File: src/rtl/lsfb_pkg.sv
package lsfb_pkg;

	localparam int unsigned LEN_W     = 11;
	localparam int unsigned LEN_LIMIT = (1 << LEN_W) - 1;
	localparam int unsigned HDR_LEN   = 58;
	localparam int unsigned IDX_W     = 6;
	localparam int unsigned CRC_FROM  = 8;
	localparam int unsigned CMD_DEPTH = 4;
	localparam int unsigned CMD_PTR_W = 2;
	localparam int unsigned CMD_CNT_W = 3;

	localparam logic [7:0]  TAIL_BYTE = 8'h5A;
	localparam logic [15:0] CRC_POLY  = 16'hA001;
	localparam logic [15:0] F2_OFFSET = 16'd27;
	localparam logic [15:0] F1_OFFSET = 16'd9;

	localparam logic [IDX_W-1:0] IDX_F1_LO  = 6'd20;
	localparam logic [IDX_W-1:0] IDX_F1_HI  = 6'd21;
	localparam logic [IDX_W-1:0] IDX_F2_LO  = 6'd29;
	localparam logic [IDX_W-1:0] IDX_F2_HI  = 6'd30;
	localparam logic [IDX_W-1:0] IDX_LEN_LO = 6'd54;
	localparam logic [IDX_W-1:0] IDX_LEN_HI = 6'd55;
	localparam logic [IDX_W-1:0] IDX_LAST   = IDX_W'(HDR_LEN - 1);

	localparam logic [7:0] HDR_TEMPLATE [HDR_LEN] = '{
		8'hA5, 8'hA5, 8'hA5, 8'hA5, 8'hA5, 8'hA5, 8'hA5, 8'hA5, 8'h01, 8'h00,
		8'h00, 8'h80, 8'h00, 8'h00, 8'h00, 8'h00, 8'h00, 8'h00, 8'hFE, 8'h02,
		8'h00, 8'h00, 8'hA3, 8'h06, 8'h01, 8'h2D, 8'h00, 8'h00, 8'h01, 8'h00,
		8'h00, 8'h00, 8'h00, 8'h00, 8'h0C, 8'h00, 8'h20, 8'h01, 8'h30, 8'h00,
		8'h00, 8'h00, 8'h00, 8'h02, 8'h00, 8'h00, 8'h00, 8'h00, 8'h02, 8'h02,
		8'h03, 8'h00, 8'h04, 8'h00, 8'h00, 8'h00, 8'h00, 8'h00
	};

	typedef enum logic {
		CMD_START,
		CMD_DATA
	} cmd_kind_t;

	typedef struct packed {
		cmd_kind_t        kind;
		logic [LEN_W-1:0] len;
		logic [7:0]       data;
		logic             last;
	} cmd_t;

	typedef enum logic [2:0] {
		BK_IDLE,
		BK_HDR,
		BK_CRC_LO,
		BK_CRC_HI,
		BK_TAIL
	} back_state_t;

	// Reflected CRC-16, one byte per call.
	function automatic logic [15:0] crc_update(input logic [15:0] crc, input logic [7:0] b);
		logic [15:0] c;
		c = crc ^ {8'h00, b};
		for (int k = 0; k < 8; k++) begin
			if (c[0]) begin
				c = (c >> 1) ^ CRC_POLY;
			end else begin
				c = c >> 1;
			end
		end
		return c;
	endfunction

	// Header byte at a given offset with the length fields patched in.
	function automatic logic [7:0] hdr_byte(input logic [IDX_W-1:0] idx,
	                                        input logic [LEN_W-1:0] len);
		logic [15:0] f2;
		logic [15:0] f1;
		logic [7:0]  b;
		f2 = 16'(len) + F2_OFFSET;
		f1 = f2 + F1_OFFSET;
		case (idx)
			IDX_F1_LO:  b = f1[7:0];
			IDX_F1_HI:  b = f1[15:8];
			IDX_F2_LO:  b = f2[7:0];
			IDX_F2_HI:  b = f2[15:8];
			IDX_LEN_LO: b = len[7:0];
			IDX_LEN_HI: b = 8'(len[LEN_W-1:8]);
			default: begin
				if (32'(idx) < HDR_LEN) begin
					b = HDR_TEMPLATE[idx];
				end else begin
					b = 8'h00;
				end
			end
		endcase
		return b;
	endfunction

endpackage

File: src/rtl/led_sign_frame_builder_crc16_core.sv
// With the back part idle and the queue empty, a transaction's first result byte passes through
// the command queue and then the output register before it reaches the result ports.
// Throughput: one result byte per cycle from the output register while it is popped; a payload
// byte gives one result byte, a start gives 58 header bytes (61 at zero length), and a closing
// byte adds 3 for CRC and tail, so the rate of transactions is set by the number of result bytes.
// Reset: arst_n is asynchronous and active low; it empties the command queue and the output
// register and returns both parts to idle with no frame open.
module led_sign_frame_builder_crc16_core #(
	parameter int unsigned MAX_PAYLOAD = 1024
) (
	input  logic                       clk,
	input  logic                       arst_n,
	input  logic                       push,
	output logic                       full,
	input  logic                       action,
	input  logic [lsfb_pkg::LEN_W-1:0] payload_length,
	input  logic [7:0]                 data_byte,
	output logic                       empty,
	input  logic                       pop,
	output logic [7:0]                 out_byte,
	output logic                       last_of_run,
	output logic                       frame_end
);
	import lsfb_pkg::*;

	// The front part tracks the open frame and its remaining payload count. It saturates
	// the length, drops data that arrives with no frame open, and marks the payload byte
	// that closes the frame. Each kept transaction becomes one command in a short queue.
	cmd_t fe_cmd;
	logic fe_push;
	logic q_full;
	logic q_valid;
	cmd_t q_cmd;
	logic q_pop;

	// Input stalls only when the command queue is full; the back part may be busy
	// with a long header while further commands wait.
	assign full = q_full;

	lsfb_front #(
		.MAX_PAYLOAD(MAX_PAYLOAD)
	) u_front (
		.clk           (clk),
		.arst_n        (arst_n),
		.push          (push),
		.fifo_full     (q_full),
		.action        (action),
		.payload_length(payload_length),
		.data_byte     (data_byte),
		.cmd_push      (fe_push),
		.cmd           (fe_cmd)
	);

	lsfb_cmd_fifo u_cmd_fifo (
		.clk     (clk),
		.arst_n  (arst_n),
		.wr_en   (fe_push),
		.wr_cmd  (fe_cmd),
		.full    (q_full),
		.rd_en   (q_pop),
		.rd_valid(q_valid),
		.rd_cmd  (q_cmd)
	);

	// The back part is a byte sequencer: it walks the header template with the
	// length fields patched in, passes payload bytes through, keeps the running
	// CRC, and appends the CRC and tail when a frame closes. A start command that
	// follows payload without a closing byte simply begins a new header, which
	// abandons the previous frame.
	lsfb_back u_back (
		.clk        (clk),
		.arst_n     (arst_n),
		.cmd_valid  (q_valid),
		.cmd        (q_cmd),
		.cmd_pop    (q_pop),
		.empty      (empty),
		.pop        (pop),
		.out_byte   (out_byte),
		.last_of_run(last_of_run),
		.frame_end  (frame_end)
	);

endmodule

File: src/rtl/lsfb_front.sv
module lsfb_front #(
	parameter int unsigned MAX_PAYLOAD = 1024
) (
	input  logic                      clk,
	input  logic                      arst_n,
	input  logic                      push,
	input  logic                      fifo_full,
	input  logic                      action,
	input  logic [lsfb_pkg::LEN_W-1:0] payload_length,
	input  logic [7:0]                data_byte,
	output logic                      cmd_push,
	output lsfb_pkg::cmd_t            cmd
);
	import lsfb_pkg::*;

	localparam int unsigned LEN_CAP = (MAX_PAYLOAD > LEN_LIMIT) ? LEN_LIMIT : MAX_PAYLOAD;

	logic             in_payload_q;
	logic [LEN_W-1:0] remaining_q;
	logic             accept;
	logic [LEN_W-1:0] len_sat;
	logic [LEN_W-1:0] rem_next;

	assign accept = push && !fifo_full;

	always_comb begin
		len_sat  = (32'(payload_length) > LEN_CAP) ? LEN_W'(LEN_CAP) : payload_length;
		rem_next = (remaining_q != '0) ? remaining_q - 1'b1 : remaining_q;
		cmd.kind = (action == 1'b0) ? CMD_START : CMD_DATA;
		cmd.len  = len_sat;
		cmd.data = data_byte;
		cmd.last = (rem_next == '0);
		// A data transaction with no open frame is dropped here.
		cmd_push = accept && ((action == 1'b0) || in_payload_q);
	end

	always_ff @(posedge clk or negedge arst_n) begin
		if (!arst_n) begin
			in_payload_q <= 1'b0;
			remaining_q  <= '0;
		end else if (accept) begin
			if (action == 1'b0) begin
				in_payload_q <= (len_sat != '0);
				remaining_q  <= len_sat;
			end else if (in_payload_q) begin
				remaining_q <= rem_next;
				if (rem_next == '0) begin
					in_payload_q <= 1'b0;
				end
			end
		end
	end

endmodule

File: src/rtl/lsfb_cmd_fifo.sv
module lsfb_cmd_fifo (
	input  logic           clk,
	input  logic           arst_n,
	input  logic           wr_en,
	input  lsfb_pkg::cmd_t wr_cmd,
	output logic           full,
	input  logic           rd_en,
	output logic           rd_valid,
	output lsfb_pkg::cmd_t rd_cmd
);
	import lsfb_pkg::*;

	cmd_t                 slots_q [CMD_DEPTH];
	logic [CMD_PTR_W-1:0] wr_ptr_q;
	logic [CMD_PTR_W-1:0] rd_ptr_q;
	logic [CMD_CNT_W-1:0] count_q;
	logic                 do_wr;
	logic                 do_rd;

	assign full     = (count_q == CMD_CNT_W'(CMD_DEPTH));
	assign rd_valid = (count_q != '0);
	assign rd_cmd   = slots_q[rd_ptr_q];
	assign do_wr    = wr_en && !full;
	assign do_rd    = rd_en && rd_valid;

	always_ff @(posedge clk) begin
		if (do_wr) begin
			slots_q[wr_ptr_q] <= wr_cmd;
		end
	end

	always_ff @(posedge clk or negedge arst_n) begin
		if (!arst_n) begin
			wr_ptr_q <= '0;
			rd_ptr_q <= '0;
			count_q  <= '0;
		end else begin
			if (do_wr) begin
				wr_ptr_q <= wr_ptr_q + 1'b1;
			end
			if (do_rd) begin
				rd_ptr_q <= rd_ptr_q + 1'b1;
			end
			if (do_wr && !do_rd) begin
				count_q <= count_q + 1'b1;
			end else if (do_rd && !do_wr) begin
				count_q <= count_q - 1'b1;
			end
		end
	end

endmodule

File: src/rtl/lsfb_back.sv
module lsfb_back (
	input  logic           clk,
	input  logic           arst_n,
	input  logic           cmd_valid,
	input  lsfb_pkg::cmd_t cmd,
	output logic           cmd_pop,
	output logic           empty,
	input  logic           pop,
	output logic [7:0]     out_byte,
	output logic           last_of_run,
	output logic           frame_end
);
	import lsfb_pkg::*;

	back_state_t      state_q;
	back_state_t      state_n;
	logic [IDX_W-1:0] idx_q;
	logic [IDX_W-1:0] idx_n;
	logic [LEN_W-1:0] len_q;
	logic [LEN_W-1:0] len_n;
	logic [15:0]      crc_q;
	logic [15:0]      crc_n;
	logic             out_valid_q;
	logic [7:0]       out_byte_q;
	logic             last_q;
	logic             end_q;
	logic             can_load;
	logic             take;
	logic             produce;
	logic [7:0]       byte_n;
	logic             last_n;
	logic             end_n;

	assign can_load    = !out_valid_q || pop;
	assign cmd_pop     = take && can_load;
	assign empty       = !out_valid_q;
	assign out_byte    = out_byte_q;
	assign last_of_run = last_q;
	assign frame_end   = end_q;

	always_comb begin
		take    = 1'b0;
		produce = 1'b0;
		state_n = state_q;
		idx_n   = idx_q;
		len_n   = len_q;
		crc_n   = crc_q;
		byte_n  = 8'h00;
		last_n  = 1'b0;
		end_n   = 1'b0;
		case (state_q)
			BK_IDLE: begin
				if (cmd_valid) begin
					take    = 1'b1;
					produce = 1'b1;
					if (cmd.kind == CMD_START) begin
						byte_n  = hdr_byte('0, cmd.len);
						crc_n   = '0;
						idx_n   = IDX_W'(1);
						len_n   = cmd.len;
						state_n = BK_HDR;
					end else begin
						byte_n  = cmd.data;
						crc_n   = crc_update(crc_q, cmd.data);
						last_n  = !cmd.last;
						state_n = cmd.last ? BK_CRC_LO : BK_IDLE;
					end
				end
			end
			BK_HDR: begin
				produce = 1'b1;
				byte_n  = hdr_byte(idx_q, len_q);
				if (32'(idx_q) >= CRC_FROM) begin
					crc_n = crc_update(crc_q, byte_n);
				end
				idx_n = idx_q + 1'b1;
				if (idx_q == IDX_LAST) begin
					last_n  = (len_q != '0);
					state_n = (len_q == '0) ? BK_CRC_LO : BK_IDLE;
				end
			end
			BK_CRC_LO: begin
				produce = 1'b1;
				byte_n  = crc_q[7:0];
				state_n = BK_CRC_HI;
			end
			BK_CRC_HI: begin
				produce = 1'b1;
				byte_n  = crc_q[15:8];
				state_n = BK_TAIL;
			end
			BK_TAIL: begin
				produce = 1'b1;
				byte_n  = TAIL_BYTE;
				last_n  = 1'b1;
				end_n   = 1'b1;
				state_n = BK_IDLE;
			end
			default: begin
				state_n = BK_IDLE;
			end
		endcase
	end

	always_ff @(posedge clk or negedge arst_n) begin
		if (!arst_n) begin
			state_q     <= BK_IDLE;
			idx_q       <= '0;
			len_q       <= '0;
			crc_q       <= '0;
			out_valid_q <= 1'b0;
		end else if (can_load) begin
			out_valid_q <= produce;
			if (produce) begin
				state_q <= state_n;
				idx_q   <= idx_n;
				len_q   <= len_n;
				crc_q   <= crc_n;
			end
		end
	end

	always_ff @(posedge clk) begin
		if (can_load && produce) begin
			out_byte_q <= byte_n;
			last_q     <= last_n;
			end_q      <= end_n;
		end
	end

endmodule

File: config.mk
export PLATFORM = sky130hd
export DESIGN_NAME = led_sign_frame_builder_crc16_core
export DESIGN_NICKNAME = d
export VERILOG_FILES = /design/src/rtl/lsfb_pkg.sv /design/src/rtl/led_sign_frame_builder_crc16_core.sv /design/src/rtl/lsfb_front.sv /design/src/rtl/lsfb_cmd_fifo.sv /design/src/rtl/lsfb_back.sv
export SDC_FILE = /design/constraint.sdc
export NUM_CORES = 1
export LEC_CHECK = 0
export BUFFER_PORTS_ARGS = -buffer_cell sky130_fd_sc_hd__buf_4
export CORE_ASPECT_RATIO = 1.2
export CORE_MARGIN = 4
export CORE_UTILIZATION = 35
export CTS_BUF_LIST = sky130_fd_sc_hd__clkbuf_16
export DETAILED_ROUTE_END_ITERATION = 12
export PLACE_DENSITY = 0.46
export SLEW_MARGIN = 20
export SYNTH_ARGS = -nofsm -noshare
export SYNTH_HDL_FRONTEND = slang
export SYNTH_SLANG_ARGS = --single-unit
File: constraint.sdc
create_clock -name clk -period 4.9 [get_ports clk]
set_input_delay 0.49 -clock clk [delete_from_list [all_inputs] [get_ports clk]]
set_output_delay 0.49 -clock clk [all_outputs]
set_load 0.01 [all_outputs]
==> results of run 1 <==
through the flow:
| step | total power (uW) | cell area [um^2] | util [%] |
|---|---|---|---|
| finish | 6590 | 9630 | 40.4 |
| global route | 7070 | 9630 | 40.4 |
| CTS | 6650 | 9630 | 40.4 |
| detailed placement | 5280 | 9010 | 37.8 |
| global placement | 5250 | 9010 | 37.8 |
| floorplan | 4420 | 8440 | - |
metal layers:
layer	GRT usage [%]	share of wire (%)	vias up
met3	2.62	3.2	38
met5	0	0	-
li1	-	-	2907
met1	22.4	44	3125
met4	6.37	2.3	0
met2	30.5	51	138
final timing paths:
path,endpoint,start
worst max-delay path,u_back.crc_q[15]$_DFFE_PN0P_,u_back.len_q[0]$_DFFE_PN0P_
worst min-delay path,u_back.idx_q[3]$_DFFE_PN0P_,arst_n
worst max register to register,u_back.crc_q[15]$_DFFE_PN0P_,u_back.len_q[0]$_DFFE_PN0P_
worst min register to register,u_front.in_payload_q$_DFFE_PN0P_,u_front.in_payload_q$_DFFE_PN0P_
max in group asynchronous,u_back.len_q[10]$_DFFE_PN0P_,arst_n
min in group clk,u_cmd_fifo.slots_q[1][3]$_DFFE_PP_,data_byte[2]
power by group through the flow:
stage | Sequential, uW | Combinational [uW] | Clock [uW]
global route | 2240 | 3380 | 1450
floorplan | 1990 | 2430 | 0
finish | 2180 | 3060 | 1350
CTS | 2180 | 3080 | 1390
detailed placement | 2210 | 3070 | 0
global placement | 2200 | 3050 | 0
worst reg2reg max path, cell delays in order, from the launching register on:
cell,delay [ns]
dfrtp_1,0.52
inv_1,0.16
ha_1,0.42
nor2b_1,0.18
or4_4,0.52
a32oi_2,0.28
o221ai_2,0.15
a311oi_2,0.45
xnor2_1,0.22
xnor2_2,0.16
xor2_1,0.23
xnor3_2,0.43
xnor2_1,0.15
o31ai_1,0.24
synthesized netlist by cell type, drive strengths merged, types with 4 or more instances:
| library cell | count |
|---|---|
| edfxtp | 94 |
| o21ai | 76 |
| nand2 | 59 |
| dfrtp | 56 |
| xnor2 | 41 |
| a21oi | 40 |
| nor2 | 37 |
| clkbuf | 31 |
| inv | 23 |
| nand3 | 22 |
| nor2b | 21 |
| mux4 | 20 |
| xor2 | 19 |
| ha | 14 |
| mux2 | 14 |
| mux2i | 14 |
| nand2b | 14 |
| buf | 12 |
| nor3 | 12 |
| a22oi | 10 |
| o22ai | 10 |
| and2 | 9 |
| o221ai | 9 |
| a22o | 8 |
| nor4 | 8 |
| a31oi | 7 |
| o31ai | 7 |
| nand3b | 6 |
| o41ai | 6 |
| or3 | 6 |
| a21boi | 5 |
| and3 | 4 |
| nand4 | 4 |
| o211ai | 4 |
| o21a | 4 |
sequential cells by signal, summed over array words and instances (netlist names):
register,count
u_back.state_q,3
u_cmd_fifo.rd_ptr_q,2
u_back.frame_end,1
u_cmd_fifo.count_q,3
u_cmd_fifo.slots_q,84
u_front.remaining_q,11
u_back.crc_q,16
u_back.last_of_run,1
u_back.out_byte,8
u_back.len_q,11
u_cmd_fifo.wr_ptr_q,2
u_front.in_payload_q,1
u_back.idx_q,6
u_back.out_valid_q,1
cell type report:
cell class	count	share of cell area, %
flip-flops and latches	150	43.9
multi-input cells	546	41.0
well taps	320	4.16
clock buffers	17	4.42
inverters	24	0.935
clock inverters	15	2.04
repair buffers	46	3.59
logic make-up after synthesis:
family	after synthesis	share of synthesized area (%)
AOI/OAI and AO/OA	206	15.7
xor gates and xnor gates	61	6.68
adders and majority gates	15	2.31
buffers and inverters	67	3.22
DFF	150	50.0
muxes	48	8.86
and+or+nand+nor	216	13.2
==> metrics, run 1 <==
run status completed; CP Class flip-flop to flip-flop; vias per inst 5.55; CP max stage cell dfrtp_1; Layout area overhead 14.0%; clk_lat worst skew 0.44 ns; register area share after synthesis 50.0%; min Tclk post-route 4.21 ns; P_int 3790 uW; pwr/cell area 684 nW/um^2; final net count 824; Slew Limit Fails 0; first-pass GRT wire length 35900 um; clk root buf clkbuf_16; Final Skew 0.0182 ns; clk sinks 150; CTS Buf Count 17; WP data required 5.22 ns; arrival time of the worst setup path 4.53 ns; core area 23800 um^2; Die Wd 150 um; # placed instances 1086; Peak VDD IR 0.000337 V; Antenna Cells 0; Crit. End Element flip-flop; Resize count post-CTS 0; Gate power share 46.4%; Routed WL per cell 20.1 um; Top cell by count, worst path xnor2_1; Flop pwr share 33.1%; DP Wirelength 15900 um; most frequent cells in the layout edfxtp_1 (94), o21ai_0 (70), nand2_1 (58); FFs w/ async S/R, synth 37.3%; post-synth top area share 33.4%; Max-slew headroom 40.9%; Initial Util 35.5%; Place WS 0.711 ns; PortBufs 35; period utilization 85.8%; Routed WL 22400 um; R2R setup slack 0.69 ns; crit-path max FO 12; clock share of power 20.5%; layout cells sized above 1 16.0%; Buf+Inv Stages, Crit Path 1; Synth Net Count 802; Routed Antenna Nets 0; Rows 62; Ports 36; Final WS setup 0.694 ns; GRT Overall Usage 17.6%; FF-to-FF path depth 13; Worst-Margin Slew 0.885 ns; Mean Syn Cell Area 11.1 um^2; drt pass-1 iters 7; # DRC 0; CP max stage delay 0.52 ns; commonest non-fill, non-tap cell in the layout edfxtp_1; post-CTS setup buffers 0; HP Class primary input to asynchronous set/reset pin; Main synth FF type edfxtp_1; multi-input logic area 3950 um^2; CTS tree yes; Critical Path Source Type flip-flop; CTS Buffer Depth 2; DR iter-0 viols 454; Yosys cell types 71; Die Ht 178 um; LEAKAGE 0.00346 uW; RSZ-0062 raised after global routing no; Final setup viols 0; hold slack 0.151 ns; delay-heaviest family, CP XOR/XNOR gates; Post-Layout Cell Count 1118; grt total ovfl 0; fillers 2321; final hold vios 0; initial antenna violation count 0; critical path depth 13; Clock transition at path regs 0.07 ns; Post-Syn Instances 763; RePlAce Congestion 0.868; die footprint 26700 um^2; Register Area 4220 um^2; pin count of the biggest net entering global routing 57; switching power 2800 uW; leading area contributor after synthesis edfxtp_1; largest cells by area after synthesis edfxtp_1 (33%), dfrtp_1 (17%), mux4_2 (5.3%), o21ai_0 (4.1%), xnor2_1 (4.1%); vias in the first global route 6290; Achievable Freq 0.238 GHz; vias 6208; Hold Buf Count CTS 0; crit-path cells inv_1 > ha_1 > nor2b_1 > or4_4 > a32oi_2 > o221ai_2 > a311oi_2 > xnor2_1 > xnor2_2 > xor2_1 > xnor3_2 > xnor2_1 > o31ai_1; post-synthesis register bit count 150; max-cap violation count 0; H-tree Lvls 4; TNS Setup 0 ns; switching portion of total power 42.5%; EDFF count, synth 94; Synth Warn # 0; Post-Syn Area 8440 um^2
Power figures use the tool's default switching activity.
==> run 2, diff against run 1 <==
--- a/config.mk
+++ b/config.mk
@@ -7,7 +7,6 @@
 export LEC_CHECK = 0
 export BUFFER_PORTS_ARGS = -buffer_cell sky130_fd_sc_hd__buf_4
 export CORE_ASPECT_RATIO = 1.2
-export CORE_MARGIN = 4
 export CORE_UTILIZATION = 35
 export CTS_BUF_LIST = sky130_fd_sc_hd__clkbuf_16
 export DETAILED_ROUTE_END_ITERATION = 12
==> metrics, run 2 (same netlist as run 1, synthesis figures left out) <==
pin count of the biggest net entering global routing 57 (unchanged); Ports 36 (unchanged); max-cap violation count 0 (unchanged); max reg flops 84 (unchanged); grt total ovfl 0 (unchanged); CP max stage cell dfrtp_1; Hold Buf Count CTS 0 (unchanged); die footprint 24800 um^2 (-7.2%); Resize count post-CTS 0 (unchanged); Layout area overhead 13.9% (about the same); commonest non-fill, non-tap cell in the layout edfxtp_1; clk sinks 150 (unchanged); # placed instances 1081 (-0.46%); LEAKAGE 0.00346 uW (about the same); delay-heaviest family, CP XOR/XNOR gates; Crit. End Element flip-flop; initial antenna violation count 0 (unchanged); first-pass GRT wire length 35000 um (-2.5%); Peak VDD IR 0.000313 V (-7.1%); final hold vios 0 (unchanged); DR iter-0 viols 428 (-5.7%); Routed WL per cell 19.4 um (-3.3%); vias 6055 (-2.5%); # DRC 0 (unchanged); Die Wd 144 um (-4.0%); arrival time of the worst setup path 4.47 ns (-0.06 ns); most frequent cells in the layout edfxtp_1 (94), o21ai_0 (70), nand2_1 (58); Worst-Margin Slew 0.887 ns (+0.00238 ns); RSZ-0062 raised after global routing no; CTS Buf Count 17 (unchanged); clk_lat worst skew 0.43 ns (about the same); crit-path cells inv_1 > ha_1 > nor2b_1 > or4_4 > a32oi_2 > o221ai_2 > a311oi_2 > xnor2_1 > xnor2_2 > xor2_1 > xnor3_2 > xnor2_1 > o31ai_1; largest registers u_cmd_fifo.slots_q x84, u_back.crc_q x16; layout cells sized above 1 16.0% (unchanged); H-tree Lvls 4 (unchanged); PortBufs 35 (unchanged); CP max stage delay 0.52 ns (about the same); Max-slew headroom 40.7% (-0.16 points); Top cell by count, worst path xnor2_1; CTS tree yes; Rows 61 (-1.6%); min Tclk post-route 4.15 ns (-0.0543 ns); RePlAce Congestion 0.887 (+2.2%); Routed Antenna Nets 0 (unchanged); clk root buf clkbuf_16; run status completed; Initial Util 36.0% (+0.58 points); Achievable Freq 0.241 GHz (+1.3%); GRT Overall Usage 18.8% (+1.2 points); Routed WL 21600 um (-3.8%); core area 23400 um^2 (-1.6%); crit-path max FO 12 (unchanged); Slew Limit Fails 0 (unchanged); CP Class flip-flop to flip-flop; period utilization 84.7% (-1.1 points); post-CTS setup buffers 0 (unchanged); pwr/cell area 681 nW/um^2 (-0.43%); vias in the first global route 6239 (-0.81%); vias per inst 5.44 (-2.0%); Critical Path Source Type flip-flop; Post-DP Area 9000 um^2 (about the same); Buf+Inv Stages, Crit Path 1 (unchanged); Final Instance Area 9620 um^2 (about the same); CTS Buffer Depth 2 (unchanged); final net count 824 (unchanged); WP data required 5.22 ns (about the same); drt pass-1 iters 5 (-2); TNS Setup 0 ns (unchanged); HP Class primary input to asynchronous set/reset pin; Die Ht 172 um (-3.4%); DP Wirelength 15300 um (-3.9%); Final Skew 0.0172 ns (-0.000991 ns); Largest Register u_cmd_fifo.slots_q; Clock transition at path regs 0.08 ns (about the same); Post-Layout Cell Count 1113 (-0.45%); utilization after layout 41.1% (+0.63 points); hold slack 0.138 ns (-0.0130 ns); Antenna Cells 0 (unchanged); Final setup viols 0 (unchanged)
## run 2: cell types whose count changed in the layout (fill, tap and decap cells not counted)
cell      before  now
clkinv_4       2    3
inv_8          5    4
## run 2: final cells by class
type / count / area, um^2
inverters: 24 / 90.1
fillers: 2272 / 13800
clock buffers: 17 / 425
flip-flops and latches: 150 / 4220
clock inverters: 15 / 194
multi-input cells: 546 / 3950
repair buffers: 46 / 345
well taps: 315 / 394
## run 2: metrics by stage
step                total power (uW)  worst slack, ns
finish                          6550            0.749
global route                    7040            0.257
CTS                             6600            0.774
detailed placement              5250            0.772
global placement                5240            0.924
floorplan                       4420             1.30
## run 2: worst reg2reg max path: cells and delay by family, from the launching register on
family                   cells  cell delay, ns
buffers and inverters        1            0.17
adder cells (fa/ha/maj)      1            0.38
AND/OR/NAND/NOR              2            0.67
AO/OA/AOI/OAI                4            1.14
XOR/XNOR                     5            1.17
flip-flops                   1            0.52
## run 2: power breakdown
group | leakage (uW) | switching [uW] | internal, uW
registers | 0.00156 | 442 | 1750
logic | 0.00160 | 1690 | 1340
clock network | 0.000299 | 637 | 698
## run 2: path summary, 6_finish.rpt
path / slack (ns) / cells after the start / start / to
min reg2reg: 0.51 / 2 / u_front.in_payload_q$_DFFE_PN0P_ / u_front.in_payload_q$_DFFE_PN0P_
max in group asynchronous: 4.21 / 1 / arst_n / u_back.crc_q[14]$_DFFE_PN0P_
max reg2reg: 0.75 / 13 / u_back.len_q[0]$_DFFE_PN0P_ / u_back.crc_q[15]$_DFFE_PN0P_
min in group clk: 0.26 / 1 / data_byte[6] / u_cmd_fifo.slots_q[3][7]$_DFFE_PP_
max: 0.75 / 13 / u_back.len_q[0]$_DFFE_PN0P_ / u_back.crc_q[15]$_DFFE_PN0P_
min: 0.14 / 1 / arst_n / u_back.idx_q[3]$_DFFE_PN0P_
## run 2: layer usage
metal  global-route usage [%]  routed length [um]  up-vias  part of all wire [%]
met1                     24.4                9760     2998                    45
li1                         -                   -     2907                     -
met2                     32.1               10900      132                    51
met5                        0                   0        -                     0
met4                     5.32                 286        0                   1.3
met3                     3.24                 615       18                   2.9
==> run 3, diff against run 2 <==
--- a/config.mk
+++ b/config.mk
@@ -10,7 +10,7 @@
 export CORE_UTILIZATION = 35
 export CTS_BUF_LIST = sky130_fd_sc_hd__clkbuf_16
 export DETAILED_ROUTE_END_ITERATION = 12
-export PLACE_DENSITY = 0.46
+export PLACE_DENSITY = 0.48
 export SLEW_MARGIN = 20
 export SYNTH_ARGS = -nofsm -noshare
 export SYNTH_HDL_FRONTEND = slang
==> constraint.sdc (replaced) <==
create_clock -name clk -period 3.5 [get_ports clk]
set_input_delay 0.35 -clock clk [delete_from_list [all_inputs] [get_ports clk]]
set_output_delay 0.35 -clock clk [all_outputs]
set_load 0.01 [all_outputs]
==> metrics, run 3 (same netlist as run 1, synthesis figures left out) <==
CP Class flip-flop to flip-flop; vias 6365 (+5.1%); R2R Path End u_back.crc_q[15]$_DFFE_PN0P_; Buf+Inv Stages, Crit Path 1 (unchanged); min Tclk post-route 3.38 ns (-0.767 ns); Hold Buf Count CTS 0 (unchanged); Clock transition at path regs 0.07 ns (about the same); period utilization 96.7% (+12 points); run status completed; drt pass-1 iters 5 (unchanged); Final setup viols 0 (unchanged); DR iter-0 viols 493 (+15%); Routed WL 22900 um (+6.2%); LEAKAGE 0.00380 uW (+9.7%); critical path depth 11 (-2); Largest Register u_cmd_fifo.slots_q; CP max stage cell or4_4; busiest layer in global routing met2; pwr/cell area 958 nW/um^2 (+41%); WP data required 3.84 ns (-1.38 ns); commonest non-fill, non-tap cell in the layout buf_4; Critical Path Start u_back.len_q[2]$_DFFE_PN0P_; initial antenna violation count 0 (unchanged); Rows 61 (unchanged); total power 9770 uW (+49%); Place WS -0.0283 ns (-0.800 ns); fillers 2199 (-3.2%); Achievable Freq 0.295 GHz (+23%); die footprint 24800 um^2 (unchanged); Peak VDD IR 0.000412 V (+32%); Ports 36 (unchanged); Top cell by count, worst path xnor2_1; RePlAce Congestion 0.876 (-1.2%); # DRC 0 (unchanged); vias in the first global route 6319 (+1.3%); H-tree Lvls 4 (unchanged); Final WS setup 0.115 ns (-0.633 ns); final hold vios 0 (unchanged); CTS tree yes; crit-path cells buf_4 > or4_4 > a32oi_4 > o221ai_2 > a311oi_2 > xnor2_1 > xnor2_2 > xor2_2 > xnor3_2 > xnor2_1 > o31ai_1; Crit. End Element flip-flop; clk sinks 150 (unchanged); Critical Path Source Type flip-flop; FF-to-FF path depth 11 (-2); TNS Setup 0 ns (unchanged); M2 GR Usage 34.0% (+1.9 points); Slew Limit Fails 0 (unchanged); Max-slew headroom 36.0% (-4.7 points); Final Skew 0.0196 ns (+0.00241 ns); HP Class primary input to asynchronous set/reset pin; Worst Setup EP u_back.crc_q[15]$_DFFE_PN0P_; core area 23400 um^2 (unchanged); Routed Antenna Nets 0 (unchanged); CP max stage delay 0.54 ns (+0.02 ns); DP Wirelength 16300 um (+7.0%); reg-to-reg critical path startpoint u_back.len_q[2]$_DFFE_PN0P_; CTS Buf Count 17 (unchanged); Layout area overhead 20.9%; grt total ovfl 0 (unchanged); Initial Util 36.0% (unchanged); first-pass GRT wire length 35400 um (+1.1%); delay-heaviest family, CP XOR/XNOR gates; max-cap violation count 0 (unchanged); vias per inst 5.43 (-0.17%); pin count of the biggest net entering global routing 57 (unchanged); Worst-Margin Slew 0.956 ns (+0.0686 ns); PortBufs 35 (unchanged); Die Wd 144 um (unchanged); met3 Use GR 3.52% (+0.28 points); CTS Buffer Depth 2 (unchanged); max reg flops 84 (unchanged); GRT Overall Usage 19.3% (+0.55 points); most frequent cells in the layout buf_4 (104), edfxtp_1 (94), o21ai_0 (68); hold slack 0.0163 ns (-0.121 ns); Die Ht 172 um (unchanged); arrival time of the worst setup path 3.72 ns (-0.75 ns); layout cells sized above 1 24.7% (+8.7 points); R2R setup slack 0.12 ns (-0.63 ns); largest registers u_cmd_fifo.slots_q x84, u_back.crc_q x16; clk_lat worst skew 0.44 ns (about the same); Antenna Cells 0 (unchanged); M1 GR Usage 23.5% (-0.88 points); Routed WL per cell 19.5 um (+0.82%); final net count 883 (+7.2%); clk root buf clkbuf_16; crit-path max FO 6 (-6)
## run 3: changes by cell type in the layout (fill, tap and decap cells not counted), moves of 4 or more
cell / change
dfrtp_2: +5
and2_1: -4
dfrtp_1: -5
and2_2: +4
buf_4: +58
## run 3: layout make-up
| type | instances | area [um^2] | area share, % |
|---|---|---|---|
| well taps | 315 | 394 | 3.86 |
| inverters | 24 | 90.1 | 0.883 |
| repair buffers | 105 | 793 | 7.77 |
| flip-flops and latches | 150 | 4230 | 41.4 |
| clock inverters | 15 | 199 | 1.95 |
| multi-input cells | 546 | 4070 | 39.9 |
| clock buffers | 17 | 425 | 4.17 |
## run 3: stage by stage
stage | utilization [%] | std cells | instance area (um^2)
after global placement | 40.0 | 1130 | 9380
after detailed placement | 40.0 | 1130 | 9380
after CTS | 42.7 | 1162 | 10000
after global routing | 43.6 | 1172 | 10200
final | 43.6 | 1172 | 10200
after floorplan | - | 763 | 8450
## run 3: where the power goes
part           total (uW)  internal (uW)  switching [uW]
combinational        4940           2230            2710
clock                1890            979             907
sequential           2950           2450             493
## run 3: per-layer routing
metal | routed length, um | vias to the layer above
met5 | 0 | -
li1 | - | 3019
met2 | 11700 | 151
met4 | 549 | 0
met3 | 726 | 30
met1 | 9900 | 3165
## run 3: repair_timing
item                                    4_1_cts  5_1_grt
endpoints found under the setup margin        2        6
setup buffers                                 0       10
gates resized for setup                       2       28
endpoints found under the hold margin         0        0
pin swaps                                     0       17
## run 3: worst min-delay path by stage
stage                                         endpoint  slack [ns]                              from
CTS                 u_front.remaining_q[6]$_DFFE_PN0P_        0.05                            arst_n
floorplan                  u_back.crc_q[0]$_DFFE_PN0P_        0.05                            arst_n
detailed placement    u_front.in_payload_q$_DFFE_PN0P_        0.49  u_front.in_payload_q$_DFFE_PN0P_
global placement      u_front.in_payload_q$_DFFE_PN0P_        0.49  u_front.in_payload_q$_DFFE_PN0P_
finish                     u_back.idx_q[0]$_DFFE_PN0P_        0.02                            arst_n
global route               u_back.idx_q[0]$_DFFE_PN0P_        0.07                            arst_n
## run 3: worst reg2reg max path: cells and delay by family, from the launching register on
kind                      cells  cell delay (ns)
xor gates and xnor gates      5             1.13
AOI/OAI and AO/OA             4             1.00
and+or+nand+nor               1             0.54
DFF                           1             0.45
buffers and inverters         1             0.18
